### src/hdl/lcts_pkg.sv
// Shared types and constants for the load-cell tare / calibration scaler.
// No dependencies; imported by load_cell_tare_calibrate_scaler.
package lcts_pkg;

    localparam int SAMPLE_BITS = 24;
    localparam int MAX_AVERAGE = 256;

    localparam int COUNT_W  = 9;
    localparam int MASS_W   = 24;
    localparam int OFFSET_W = 32;
    localparam int GAIN_W   = 32;
    localparam int SUM_W    = 32;
    localparam int THRUST_W = 48;
    localparam int CFG_W    = 32;

    // sample * 256 - offset before clamping, then clamped to +-(2^32 - 1)
    localparam int SCALED_W = ((SAMPLE_BITS + 8) > OFFSET_W) ? (SAMPLE_BITS + 8) : OFFSET_W;
    localparam int DIFF_WIDE_W = SCALED_W + 1;
    localparam int DIFF_W   = 33;
    localparam int ACC_W    = DIFF_W + 1;
    localparam int PROD_W   = ACC_W + GAIN_W;
    localparam int ROUND_W  = PROD_W - 16;

    // shared restoring divider
    localparam int DIV_W      = 40;
    localparam int AVG_STEPS  = 40;
    localparam int GAIN_STEPS = 32;
    localparam int STEP_W     = 6;

    localparam int GRAV_NUM = 981;
    localparam int GRAV_DEN = 100;

    localparam logic [COUNT_W-1:0]         AVG_COUNT_RESET = 9'd16;
    localparam logic [MASS_W-1:0]          MASS_RESET      = 24'd1000;
    localparam logic signed [OFFSET_W-1:0] OFFSET_RESET    = 32'sd0;
    localparam logic signed [GAIN_W-1:0]   GAIN_RESET      = 32'sd16777216;

    typedef enum logic [1:0] {
        OP_MEASURE = 2'd0,
        OP_TARE    = 2'd1,
        OP_CALIB   = 2'd2,
        OP_UNUSED  = 2'd3
    } op_t;

    typedef enum logic [2:0] {
        STAT_MEASURED   = 3'd0,
        STAT_NOT_READY  = 3'd1,
        STAT_AVERAGING  = 3'd2,
        STAT_TARE_DONE  = 3'd3,
        STAT_CALIBRATED = 3'd4,
        STAT_ZERO_DELTA = 3'd5
    } status_t;

    typedef enum logic [1:0] {
        REG_AVERAGE_COUNT = 2'd0,
        REG_CALIB_MASS    = 2'd1,
        REG_OFFSET_PRESET = 2'd2,
        REG_SCALE_PRESET  = 2'd3
    } reg_index_t;

    typedef enum logic [3:0] {
        ST_IDLE,
        ST_DISPATCH,
        ST_MULT,
        ST_MROUND,
        ST_AVG_PREP,
        ST_DIV_AVG,
        ST_AVG_FIN,
        ST_GAIN_DELTA,
        ST_GAIN_SETUP,
        ST_GAIN_CMP,
        ST_DIV_GAIN,
        ST_GAIN_RND,
        ST_GAIN_FIN,
        ST_EMIT
    } state_t;

    typedef struct packed {
        op_t                           op;
        logic                          sample_ready;
        logic signed [SAMPLE_BITS-1:0] raw_sample;
    } in_item_t;

    typedef struct packed {
        logic signed [THRUST_W-1:0] thrust;
        logic                       thrust_valid;
        status_t                    status;
    } out_item_t;

endpackage

### src/hdl/load_cell_tare_calibrate_scaler.sv
// Load-cell tare / two-point calibration scaler, single module.
// Depends on lcts_pkg (types, formats, codes).
//
// Usage:
//   in_valid/in_stall/in_data carry one sample item (op, ready flag, raw
//   sample). out_valid/out_stall/out_data return exactly one result per item.
//   A transfer happens on a clock edge with valid high and stall low.
//   cfg_write/cfg_index/cfg_data write the four registers; offset and scale
//   presets load the zero offset and gain directly. Write only while idle.
// Processing paths (accept edge to result on out_valid):
//   measure, ready sample: set by the bit-serial multiplier
//     (one gain bit per cycle, 32 steps).
//   not ready / averaging / unused op: dispatched straight to the result.
//   tare completing an average: a 40-step divide for the mean.
//   calibrate completing: a 40-step mean divide, then a 32-step gain
//     divide on the same restoring divider, skipped on zero delta or overflow.
// One item is in flight at a time; in_stall is high from acceptance until
// the result is moved into the output register. The output register lets
// the next item be accepted while the previous result waits on out_stall;
// a finished result waits in place while that register is held by out_stall.
// Reset: offset 0, gain 1.0 (Q8.24), average count 16, mass 1000 g, held
// thrust 0, accumulation cleared, output empty.
module load_cell_tare_calibrate_scaler
(
    input  logic                     clk,
    input  logic                     rst_n,
    input  logic                     in_valid,
    output logic                     in_stall,
    input  lcts_pkg::in_item_t       in_data,
    output logic                     out_valid,
    input  logic                     out_stall,
    output lcts_pkg::out_item_t      out_data,
    input  logic                     cfg_write,
    input  logic [1:0]               cfg_index,
    input  logic [lcts_pkg::CFG_W-1:0] cfg_data
);
    import lcts_pkg::*;

    state_t state_reg, state_next;

    // item
    op_t                           op_reg, op_next;
    logic                          rdy_reg, rdy_next;
    logic signed [SAMPLE_BITS-1:0] raw_reg, raw_next;

    // configuration and state
    logic [COUNT_W-1:0]         avg_count_reg, avg_count_next;
    logic [MASS_W-1:0]          mass_reg, mass_next;
    logic signed [OFFSET_W-1:0] zero_offset_reg, zero_offset_next;
    logic signed [GAIN_W-1:0]   gain_reg, gain_next;
    logic signed [SUM_W-1:0]    sum_reg, sum_next;
    logic [COUNT_W-1:0]         taken_reg, taken_next;
    logic signed [THRUST_W-1:0] held_reg, held_next;

    // multiplier
    logic signed [DIFF_W-1:0] diff_reg, diff_next;
    logic signed [ACC_W-1:0]  hi_reg, hi_next;
    logic [GAIN_W-1:0]        lo_reg, lo_next;

    // divider
    logic [DIV_W-1:0]  rem_reg, rem_next;
    logic [DIV_W-1:0]  dvd_reg, dvd_next;
    logic [DIV_W-1:0]  quo_reg, quo_next;
    logic [DIV_W-1:0]  den_reg, den_next;
    logic [STEP_W-1:0] cnt_reg, cnt_next;
    logic              sign_reg, sign_next;

    logic signed [OFFSET_W-1:0] avg_reg, avg_next;
    logic signed [DIFF_W-1:0]   delta_reg, delta_next;

    logic    res_valid_reg, res_valid_next;
    status_t res_status_reg, res_status_next;

    logic      out_valid_reg, out_valid_next;
    out_item_t out_data_reg, out_data_next;

    // shared combinational terms
    logic                          in_fire;
    logic                          emit_fire;
    logic [COUNT_W-1:0]            n_eff;
    logic [COUNT_W-1:0]            taken_inc;
    logic                          avg_done;
    logic signed [SUM_W:0]         sum_wide;
    logic signed [SUM_W-1:0]       sum_sat;
    logic signed [DIFF_WIDE_W-1:0] diff_wide;
    logic signed [63:0]            diff_64;
    logic signed [DIFF_W-1:0]      diff_clamped;
    logic signed [ACC_W-1:0]       addend;
    logic signed [ACC_W-1:0]       mac;
    logic signed [PROD_W-1:0]      prod_rounded;
    logic signed [ROUND_W-1:0]     thrust_wide;
    logic signed [THRUST_W-1:0]    thrust_sat;
    logic [DIV_W-1:0]              trial;
    logic [DIV_W:0]                trial_sub;
    logic                          trial_ge;
    logic signed [SUM_W:0]         sum_mag;
    logic signed [DIFF_W-1:0]      delta_abs;
    logic [OFFSET_W-1:0]           avg_val;
    logic [GAIN_W-1:0]             gain_val;
    logic                          delta_zero;
    logic                          num_ge_den;
    logic                          round_up;

    localparam logic signed [63:0] DIFF_HIGH = 64'sd4294967295;
    localparam logic signed [63:0] DIFF_LOW  = -64'sd4294967295;
    localparam logic [DIV_W-1:0]   POS_LIMIT = DIV_W'(64'h7FFF_FFFF);
    localparam logic [DIV_W-1:0]   NEG_LIMIT = DIV_W'(64'h8000_0000);
    localparam logic [DIV_W-1:0]   QUO_FULL  = DIV_W'(64'h1_0000_0000);

    assign in_fire   = in_valid && !in_stall;
    assign emit_fire = (state_reg == ST_EMIT) && (!out_valid_reg || !out_stall);

    // average length, out-of-range counts folded into 1..MAX_AVERAGE
    always_comb
    begin
        if (avg_count_reg == '0)
            n_eff = COUNT_W'(1);
        else if (avg_count_reg > COUNT_W'(MAX_AVERAGE))
            n_eff = COUNT_W'(MAX_AVERAGE);
        else
            n_eff = avg_count_reg;
    end

    assign taken_inc = taken_reg + COUNT_W'(1);
    assign avg_done  = taken_inc >= n_eff;

    always_comb
    begin
        sum_wide = (SUM_W+1)'(sum_reg) + (SUM_W+1)'(raw_reg);
        if (sum_wide[SUM_W] != sum_wide[SUM_W-1])
            sum_sat = sum_wide[SUM_W] ? {1'b1, {(SUM_W-1){1'b0}}} : {1'b0, {(SUM_W-1){1'b1}}};
        else
            sum_sat = sum_wide[SUM_W-1:0];
    end

    always_comb
    begin
        diff_wide = DIFF_WIDE_W'(signed'({raw_reg, 8'h00})) - DIFF_WIDE_W'(zero_offset_reg);
        diff_64   = 64'(diff_wide);
        if (diff_64 > DIFF_HIGH)
            diff_clamped = DIFF_HIGH[DIFF_W-1:0];
        else if (diff_64 < DIFF_LOW)
            diff_clamped = DIFF_LOW[DIFF_W-1:0];
        else
            diff_clamped = diff_64[DIFF_W-1:0];
    end

    // multiplier step: top gain bit carries negative weight
    always_comb
    begin
        if (!lo_reg[0])
            addend = '0;
        else if (cnt_reg == STEP_W'(GAIN_W - 1))
            addend = -ACC_W'(diff_reg);
        else
            addend = ACC_W'(diff_reg);
        mac = hi_reg + addend;
    end

    // round half up to Q.16, saturate to 48 bits
    always_comb
    begin
        prod_rounded = signed'({hi_reg, lo_reg}) + PROD_W'(32768);
        thrust_wide  = prod_rounded[PROD_W-1:16];
        if (thrust_wide[ROUND_W-1:THRUST_W-1] == '0
            || thrust_wide[ROUND_W-1:THRUST_W-1] == '1)
            thrust_sat = thrust_wide[THRUST_W-1:0];
        else if (thrust_wide[ROUND_W-1])
            thrust_sat = {1'b1, {(THRUST_W-1){1'b0}}};
        else
            thrust_sat = {1'b0, {(THRUST_W-1){1'b1}}};
    end

    // restoring divider step
    assign trial     = {rem_reg[DIV_W-2:0], dvd_reg[DIV_W-1]};
    assign trial_sub = {1'b0, trial} - {1'b0, den_reg};
    assign trial_ge  = !trial_sub[DIV_W];

    assign sum_mag    = sum_reg[SUM_W-1] ? -(SUM_W+1)'(sum_reg) : (SUM_W+1)'(sum_reg);
    assign delta_abs  = delta_reg[DIFF_W-1] ? -delta_reg : delta_reg;
    assign delta_zero = delta_reg == '0;
    assign num_ge_den = rem_reg >= den_reg;
    assign round_up   = {rem_reg, 1'b0} >= {1'b0, den_reg};

    // signed saturation of a magnitude quotient to 32 bits
    always_comb
    begin
        if (sign_reg)
            avg_val = (quo_reg > NEG_LIMIT) ? NEG_LIMIT[OFFSET_W-1:0] : -quo_reg[OFFSET_W-1:0];
        else
            avg_val = (quo_reg > POS_LIMIT) ? POS_LIMIT[OFFSET_W-1:0] : quo_reg[OFFSET_W-1:0];
        gain_val = avg_val;
    end

    // next state
    always_comb
    begin
        state_next = state_reg;
        case (state_reg)
            ST_IDLE:
            begin
                if (in_fire)
                    state_next = ST_DISPATCH;
            end
            ST_DISPATCH:
            begin
                if (op_reg == OP_MEASURE)
                    state_next = rdy_reg ? ST_MULT : ST_EMIT;
                else if ((op_reg inside {OP_TARE, OP_CALIB}) && rdy_reg && avg_done)
                    state_next = ST_AVG_PREP;
                else
                    state_next = ST_EMIT;
            end
            ST_MULT:
            begin
                if (cnt_reg == STEP_W'(GAIN_W - 1))
                    state_next = ST_MROUND;
            end
            ST_MROUND:   state_next = ST_EMIT;
            ST_AVG_PREP: state_next = ST_DIV_AVG;
            ST_DIV_AVG:
            begin
                if (cnt_reg == STEP_W'(AVG_STEPS - 1))
                    state_next = ST_AVG_FIN;
            end
            ST_AVG_FIN:    state_next = (op_reg == OP_TARE) ? ST_EMIT : ST_GAIN_DELTA;
            ST_GAIN_DELTA: state_next = ST_GAIN_SETUP;
            ST_GAIN_SETUP: state_next = delta_zero ? ST_EMIT : ST_GAIN_CMP;
            ST_GAIN_CMP:   state_next = num_ge_den ? ST_GAIN_FIN : ST_DIV_GAIN;
            ST_DIV_GAIN:
            begin
                if (cnt_reg == STEP_W'(GAIN_STEPS - 1))
                    state_next = ST_GAIN_RND;
            end
            ST_GAIN_RND: state_next = ST_GAIN_FIN;
            ST_GAIN_FIN: state_next = ST_EMIT;
            ST_EMIT:
            begin
                if (emit_fire)
                    state_next = ST_IDLE;
            end
            default: state_next = ST_IDLE;
        endcase
    end

    // datapath
    always_comb
    begin
        op_next          = op_reg;
        rdy_next         = rdy_reg;
        raw_next         = raw_reg;
        avg_count_next   = avg_count_reg;
        mass_next        = mass_reg;
        zero_offset_next = zero_offset_reg;
        gain_next        = gain_reg;
        sum_next         = sum_reg;
        taken_next       = taken_reg;
        held_next        = held_reg;
        diff_next        = diff_reg;
        hi_next          = hi_reg;
        lo_next          = lo_reg;
        rem_next         = rem_reg;
        dvd_next         = dvd_reg;
        quo_next         = quo_reg;
        den_next         = den_reg;
        cnt_next         = cnt_reg;
        sign_next        = sign_reg;
        avg_next         = avg_reg;
        delta_next       = delta_reg;
        res_valid_next   = res_valid_reg;
        res_status_next  = res_status_reg;

        case (state_reg)
            ST_IDLE:
            begin
                if (in_fire)
                begin
                    op_next  = in_data.op;
                    rdy_next = in_data.sample_ready;
                    raw_next = in_data.raw_sample;
                end
            end
            ST_DISPATCH:
            begin
                res_valid_next  = 1'b0;
                res_status_next = STAT_NOT_READY;
                if (op_reg == OP_MEASURE)
                begin
                    sum_next   = '0;
                    taken_next = '0;
                    diff_next  = diff_clamped;
                    hi_next    = '0;
                    lo_next    = gain_reg;
                    cnt_next   = '0;
                end
                else if ((op_reg inside {OP_TARE, OP_CALIB}) && rdy_reg)
                begin
                    sum_next        = sum_sat;
                    taken_next      = avg_done ? '0 : taken_inc;
                    res_status_next = STAT_AVERAGING;
                end
            end
            ST_MULT:
            begin
                hi_next  = {mac[ACC_W-1], mac[ACC_W-1:1]};
                lo_next  = {mac[0], lo_reg[GAIN_W-1:1]};
                cnt_next = cnt_reg + STEP_W'(1);
            end
            ST_MROUND:
            begin
                held_next       = thrust_sat;
                res_valid_next  = 1'b1;
                res_status_next = STAT_MEASURED;
            end
            ST_AVG_PREP:
            begin
                // (|sum| * 256 + n/2) / n, sign restored afterwards
                sign_next = sum_reg[SUM_W-1];
                dvd_next  = {sum_mag[SUM_W-1:0], 8'h00} + DIV_W'(n_eff >> 1);
                den_next  = DIV_W'(n_eff);
                rem_next  = '0;
                quo_next  = '0;
                cnt_next  = '0;
                sum_next  = '0;
            end
            ST_DIV_AVG, ST_DIV_GAIN:
            begin
                rem_next = trial_ge ? trial_sub[DIV_W-1:0] : trial;
                quo_next = {quo_reg[DIV_W-2:0], trial_ge};
                dvd_next = {dvd_reg[DIV_W-2:0], 1'b0};
                cnt_next = cnt_reg + STEP_W'(1);
            end
            ST_AVG_FIN:
            begin
                if (op_reg == OP_TARE)
                begin
                    zero_offset_next = avg_val;
                    res_status_next  = STAT_TARE_DONE;
                end
                else
                begin
                    avg_next = avg_val;
                end
            end
            ST_GAIN_DELTA:
            begin
                delta_next = DIFF_W'(avg_reg) - DIFF_W'(zero_offset_reg);
            end
            ST_GAIN_SETUP:
            begin
                res_status_next = STAT_ZERO_DELTA;
                // fraction mass*9.81 / |delta|, 32 quotient bits
                sign_next = delta_reg[DIFF_W-1];
                den_next  = DIV_W'(unsigned'(delta_abs)) * DIV_W'(GRAV_DEN);
                rem_next  = DIV_W'(mass_reg) * DIV_W'(GRAV_NUM);
                dvd_next  = '0;
                quo_next  = '0;
                cnt_next  = '0;
            end
            ST_GAIN_CMP:
            begin
                if (num_ge_den)
                    quo_next = QUO_FULL;
            end
            ST_GAIN_RND:
            begin
                quo_next = DIV_W'(quo_reg[GAIN_W-1:0]) + DIV_W'(round_up);
            end
            ST_GAIN_FIN:
            begin
                gain_next       = gain_val;
                res_status_next = STAT_CALIBRATED;
            end
            ST_EMIT:
            begin
            end
            default:
            begin
            end
        endcase

        if (cfg_write)
        begin
            case (cfg_index)
                REG_AVERAGE_COUNT: avg_count_next   = cfg_data[COUNT_W-1:0];
                REG_CALIB_MASS:    mass_next        = cfg_data[MASS_W-1:0];
                REG_OFFSET_PRESET: zero_offset_next = cfg_data[OFFSET_W-1:0];
                REG_SCALE_PRESET:  gain_next        = cfg_data[GAIN_W-1:0];
                default:
                begin
                end
            endcase
        end
    end

    // output register
    always_comb
    begin
        out_valid_next = out_valid_reg;
        out_data_next  = out_data_reg;
        if (out_valid_reg && !out_stall)
            out_valid_next = 1'b0;
        if (emit_fire)
        begin
            out_valid_next             = 1'b1;
            out_data_next.thrust       = held_reg;
            out_data_next.thrust_valid = res_valid_reg;
            out_data_next.status       = res_status_reg;
        end
    end

    assign in_stall  = state_reg != ST_IDLE;
    assign out_valid = out_valid_reg;
    assign out_data  = out_data_reg;

    always_ff @(posedge clk or negedge rst_n)
    begin
        if (!rst_n)
        begin
            state_reg       <= ST_IDLE;
            out_valid_reg   <= 1'b0;
            avg_count_reg   <= AVG_COUNT_RESET;
            mass_reg        <= MASS_RESET;
            zero_offset_reg <= OFFSET_RESET;
            gain_reg        <= GAIN_RESET;
            sum_reg         <= '0;
            taken_reg       <= '0;
            held_reg        <= '0;
        end
        else
        begin
            state_reg       <= state_next;
            out_valid_reg   <= out_valid_next;
            avg_count_reg   <= avg_count_next;
            mass_reg        <= mass_next;
            zero_offset_reg <= zero_offset_next;
            gain_reg        <= gain_next;
            sum_reg         <= sum_next;
            taken_reg       <= taken_next;
            held_reg        <= held_next;
        end
    end

    always_ff @(posedge clk)
    begin
        op_reg         <= op_next;
        rdy_reg        <= rdy_next;
        raw_reg        <= raw_next;
        diff_reg       <= diff_next;
        hi_reg         <= hi_next;
        lo_reg         <= lo_next;
        rem_reg        <= rem_next;
        dvd_reg        <= dvd_next;
        quo_reg        <= quo_next;
        den_reg        <= den_next;
        cnt_reg        <= cnt_next;
        sign_reg       <= sign_next;
        avg_reg        <= avg_next;
        delta_reg      <= delta_next;
        res_valid_reg  <= res_valid_next;
        res_status_reg <= res_status_next;
        out_data_reg   <= out_data_next;
    end

    // fresh thrust only ever leaves with the measured status
    assert property (@(posedge clk) disable iff (!rst_n)
        out_valid && out_data.thrust_valid |-> out_data.status == STAT_MEASURED)
        else $error("fresh thrust with non-measure status");

    // accumulation count is cleared on completion, so it never reaches the maximum
    assert property (@(posedge clk) disable iff (!rst_n)
        taken_reg < COUNT_W'(MAX_AVERAGE))
        else $error("sample count out of range");

    // a result moved into the output register frees the input side next cycle
    assert property (@(posedge clk) disable iff (!rst_n)
        emit_fire |=> out_valid_reg && !in_stall)
        else $error("result hand-off failed");

    // the multiplier always runs its full 32 steps before rounding
    assert property (@(posedge clk) disable iff (!rst_n)
        state_reg == ST_MROUND |-> $past(state_reg) == ST_MULT
            && $past(cnt_reg) == STEP_W'(GAIN_W - 1))
        else $error("multiplier cut short");

endmodule

### config.mk
export PLATFORM = sky130hd
export DESIGN_NAME = load_cell_tare_calibrate_scaler
export DESIGN_NICKNAME = d
export VERILOG_FILES = /design/src/hdl/lcts_pkg.sv /design/src/hdl/load_cell_tare_calibrate_scaler.sv
export SDC_FILE = /design/constraint.sdc
export NUM_CORES = 2
export LEC_CHECK = 0
export ABC_AREA = 1
export BUFFER_PORTS_ARGS = -buffer_cell sky130_fd_sc_hd__buf_2
export CAP_MARGIN = 5
export CORE_UTILIZATION = 60
export CTS_BUF_LIST = sky130_fd_sc_hd__clkbuf_8
export DETAILED_ROUTE_END_ITERATION = 8
export HOLD_SLACK_MARGIN = 0.12
export MAX_ROUTING_LAYER = met4
export PLACE_DENSITY = 0.89
export SETUP_SLACK_MARGIN = 0.05
export SYNTH_ARGS = -nofsm -noshare
export SYNTH_HDL_FRONTEND = slang
export SYNTH_SLANG_ARGS = --single-unit
### constraint.sdc
create_clock -name clk -period 9.48 [get_ports clk]
set_input_delay 1.896 -clock clk [delete_from_list [all_inputs] [get_ports clk]]
set_output_delay 1.896 -clock clk [all_outputs]
set_load 0.005 [all_outputs]
# Word-level counts from Yosys, hierarchy flattened
# Cells that the tools add are included.
[totals]
ff_bits = 605
latch_bits = 0
ram_bits = 0
rom_bits = 0
inputBits = 66
out_inout_bits = 54
wordCells = 190
mem_count = 0
[classes]
addsub = 14
n_mul = 2
div_mod_pow = 0
magnitude_cmp = 8
n_eq_ne = 31
shift = 0
muxes = 59
bitwise = 1
reduce_logical = 46
[ops]
columns = ["operator", "count"]
rows = [
  ["$mux 32", 16],
  ["$pmux 40 s3", 2],
  ["$pmux 40 s4", 1],
  ["$pmux 32 s2", 2],
  ["$mux 34", 3],
  ["$mux 48", 2],
  ["$mux 40", 2],
  ["$pmux 40 s2", 1],
  ["$pmux 34 s2", 1],
  ["$add 66x17->66 const B", 1],
  ["$mux 33", 2],
  ["$sub 32x32->33", 2],
  ["$neg 32->32", 2],
  ["$pmux 4 s13", 1],
  ["$mux 9", 5],
  ["$ge 41x40->1", 1],
  ["$sub 40x40->41", 1],
  ["$add 40x8->40", 1],
  ["$ge 40x40->1", 1],
  ["$gt 40x31->1 const B", 1],
  ["$gt 40x32->1 const B", 1],
  ["$mul 33x5->38 const B", 1],
  ["$mux 4", 9],
  ["$add 34x34->34", 1],
  ["other kinds (47)", 101],
]

# Longest topological paths before layout
[logic_depth]
depth_word = 8
ltp_mapped = 29

# Worst setup path after synthesis
# OpenSTA, ideal clock, no wires.
[synth_timing]
kind = "reg-to-reg"
from = "register mass_reg[5]"
to = "register rem_reg[25] (data pin)"
arrival_time_ps = 4956
required_ps = 9226
slack_ps = 4271
stages_incl_launch_ff = 23
n_path_buf = 0
synth_period_minus_slack_ps = 5209
path_cell_list = "dfstp_2 inv_1 fa_1 inv_1 fa_1 inv_1 fa_1 inv_1 fa_1 inv_1 fa_1 inv_1 ha_1 a21oi_1 o21ai_0 o21bai_1 a21oi_1 o21ai_0 nand2_1 nand2_1 or2_2 nand3_1 nand2_1"
[synth_between]
elab_chain_len = 2
[synth_rtl]
columns = ["element", "line", "rtl"]
rows = [
  ["start: declaration", "load_cell_tare_calibrate_scaler.sv:48", "logic [MASS_W-1:0] mass_reg, mass_next;"],
  ["start signal: assignment", "load_cell_tare_calibrate_scaler.sv:435", "mass_reg <= mass_next;"],
  ["$mul 24x10->34", "load_cell_tare_calibrate_scaler.sv:355", "rem_next = DIV_W'(mass_reg) * DIV_W'(GRAV_NUM);"],
  ["$pmux 40 s3", "load_cell_tare_calibrate_scaler.sv:273", "case (state_reg)"],
  ["named net rem_next[25]", "load_cell_tare_calibrate_scaler.sv:61", "logic [DIV_W-1:0] rem_reg, rem_next;"],
  ["end signal: assignment", "load_cell_tare_calibrate_scaler.sv:452", "rem_reg <= rem_next;"],
  ["end: declaration", "load_cell_tare_calibrate_scaler.sv:61", ""],
]
# The timed path passes the listed nets, and every way through them passes these cells.
# A chain may end at the register's enable or synchronous reset.

# Final worst setup path
[layout_timing]
from = "register mass_reg[7]"
to = "register rem_reg[25] (data pin)"
# Same word-level chain as after synthesis.

==> impl_results.md <==
- Global-route wire length before repair: 239 mm
- Setup CP Type: flip-flop to flip-flop
- Syn nets: 7272
- Worst r2r dst: rem_reg[25]
- Reg2reg setup slack: 3730 ps
- Sequential share of the synthesized area: 0.336
- Vias per cell: 5.85
- Initial antenna violation count: 6
- Peak per-stage delay on the critical path: 590 ps
- Reg2reg start: mass_reg[7]
- DR WL/cell: 19.2 µm
- R2r worst-path depth: 22
- Fin crit share: 0.607
- DP HPWL: 122 mm
- Commonest cells after routing, fill and taps aside: 1367 x nand2_1, 1082 x inv_1, 671 x nor2_1
- Fill cells: 7137
- Synth Register Bits: 604
- Number of setup violations in the final report: 0
- Die height: 294 µm
- Yosys cell types: 68
- Core ar.: 0.0840 mm²
- Max-slew violation count: 0
- Primary FF master, synth: edfxtp_1
- Slew @ Worst Pin: 1170 ps
- Top delay family on crit path: adder cells
- Gpl congestion: 1.08
- Setup_tns: 0 ps
- Clk buf depth: 3
- Min-delay src: res_status_reg[2]
- Clock sink count: 604
- Mapped Area: 0.0511 mm²
- Outcome: finished clean
- Worst hold path depth: 0
- Residual DRC count: 0
- CTS H-tree depth: 3
- CTS Buf Count: 103
- Slew HR: 0.217
- Worst skew pair latency: 800 ps
- Fmax: 174 MHz
- Number of global-route vias before repair: 44.7k
- Pin count of the biggest net entering global routing: 87
- Post-layout nets: 7390
- Worst setup EP type: flip-flop
- Cell chain of the critical path: inv_1, fa_1, inv_1, fa_1, inv_1, fa_1, inv_1, fa_1, inv_1, fa_1, inv_1, ha_1, a21oi_1, o21ai_0, o21bai_1, a21oi_1, o21ai_0, nand2_1, nand2_1, or2_2, nand3_1, nand2_1
- ANT nets after route: 0
- Post-synth EDFFs: 413
- Die X: 294 µm
- Mean Syn Cell Area: 7.70 µm²
- Initial DRC Count: 4695
- Crit path buf inv count: 6
- Final WL: 153 mm
- Max Cap Viol: 0
- PwrDens: 411 mW/mm²
- Hold buffer count at cts: 0
- Crit Path Max Fanout: 5
- Ports: 120
- # rows: 106
- Unrepaired setup endpoints after global routing: false
- Share of layout cells above drive strength 1: 0.0828
- Max FFs per register: 52
- Data required time of the worst path: 10020 ps
- Worst Setup Start Kind: flip-flop
- Post-CTS Setup Repair Bufs: 0
- Min Tclk post-route: 5750 ps
- CTS tree: done
- Worst vdd ir: 444 µV
- Area delta synth->final: 7.67%
- Routed via count: 46.7k
- Tot GR Track Use: 0.364
- Die ar.: 0.0864 mm²
- Leakage: 0.0258 µW
- Worst Hold Class: flip-flop to flip-flop
- DRT Pass-1 Iters: 9
- Worst hold endpoint: out_data[2]
- Syn. warnings: 0
- Root buf cell: clkbuf_8
- Gates resized, CTS repair: 0
- Clock Skew: 42.0 ps
- Clock Pin Slew Worst Setup and Hold Paths: 70 ps
- Post-Syn Instances: 6643
- Post-layout util: 0.656
- Initial Util: 0.609
- Final Hold Viols: 0
- Most frequent CP cell: inv_1
- Critical path arrival: 6290 ps
- Commonest non-fill, non-tap cell in the layout: nand2_1
- FFs w/ async S/R, synth: 0.316
- Overflow after GRT: 0
- Slowest library cell on the worst path: dfstp_2
- IO Port Bufs: 119
through the flow:
| stage | instance area, µm² | std cells | hold slack [ps] | power (µW) | setup slack [ps] |
|---|---|---|---|---|---|
| 6_report | 55100 | 7990 | 418 | 22600 | 3730 |
| 5_1_grt | 55100 | 7990 | 424 | 24600 | 3380 |
| 4_1_cts | 55000 | 7984 | 420 | 22300 | 3750 |
| 3_5_place_dp | 52800 | 7790 | 405 | 19600 | 3780 |
| 3_3_place_gp | 52800 | 7790 | 403 | 19300 | 3820 |
| 2_1_floorplan | 51100 | 6643 | 400 | 15600 | 4270 |
power breakdown:
| part | total [µW] | internal (µW) | switching [µW] |
|---|---|---|---|
| clock | 2590 | 1390 | 1200 |
| sequential | 5030 | 4190 | 839 |
| combinational | 15000 | 4880 | 10100 |
| total | 22600 | 10500 | 12200 |
Yosys cell counts (all sizes together) (4+ instances only):
cell type,n,area (µm²)
a21boi,11,82.6
a21o,26,195
a21oi,528,2770
a221oi,6,52.6
a22oi,53,398
a31oi,28,175
a32o,5,50.1
and2,4,25.0
and3,6,37.5
buf,49,358
clkbuf,91,342
clkinv,5,18.8
dfrtp,183,4580
dfstp,8,210
edfxtp,413,12400
fa,135,2700
ha,428,5360
inv,1074,4030
nand2,1425,5490
nand3,301,1550
nand3b,25,188
nand4,93,588
nor2,716,2840
nor3,128,717
nor3b,4,35.0
nor4,32,225
o211ai,28,210
o21a,22,165
o21ai,498,2700
o21bai,38,289
o221ai,5,43.8
o22ai,16,100
o31ai,10,75.1
o32ai,9,78.8
o41ai,4,35.0
or2,17,106
xnor2,64,561
xor2,139,1220
worst reg2reg max path, cell delays in order (launching register included):
cell and delay, ps:
dfstp_2 590, inv_1 160, fa_1 570, inv_1 60
fa_1 530, inv_1 50, fa_1 530, inv_1 50
fa_1 520, inv_1 50, fa_1 490, inv_1 50
ha_1 370, a21oi_1 230, o21ai_0 120, o21bai_1 160
a21oi_1 240, o21ai_0 170, nand2_1 90, nand2_1 60
or2_2 270, nand3_1 90, nand2_1 70
routing by layer:
metal	track usage	up-vias	wire, µm
met5	-	-	0
met4	0.166	0	7520
met3	0.0609	426	13800
met2	0.561	2192	68900
met1	0.470	21800	62900
li1	-	22300	-
kinds of logic after synthesis:
logic type      Yosys count  share of synthesized area
fa+ha+maj               563                      0.158
flops                   604                      0.336
compound gates         1302                      0.148
simple gates           2752                      0.231
buf+inv                1219                     0.0929
xor+xnor                203                     0.0348
final cells by class:
type                       instances  area [µm²]  share of cell area
tap                             1134        1420              0.0258
sequential                       604       17200               0.312
multi-input combinational       4820       29300               0.532
timing repair buffer             153         860              0.0156
inverter                        1079        4050              0.0736
clock buffer                     120        1650              0.0300
clock inverter                    74         598              0.0109
antenna                            6        15.0            0.000273
how the worst max path moves through the flow:
stage	startpoint	endpoint	slack, ps	cells after the start
3_3_place_gp	mass_reg[7]	rem_reg[25]	3820	22
2_1_floorplan	mass_reg[5]	rem_reg[25]	4270	22
5_1_grt	delta_reg[0]	den_reg[39]	3380	26
3_5_place_dp	mass_reg[7]	rem_reg[25]	3780	22
4_1_cts	mass_reg[7]	rem_reg[25]	3750	22
6_report	mass_reg[7]	rem_reg[25]	3730	22
Note: power is estimated with default switching activity, not from simulation.
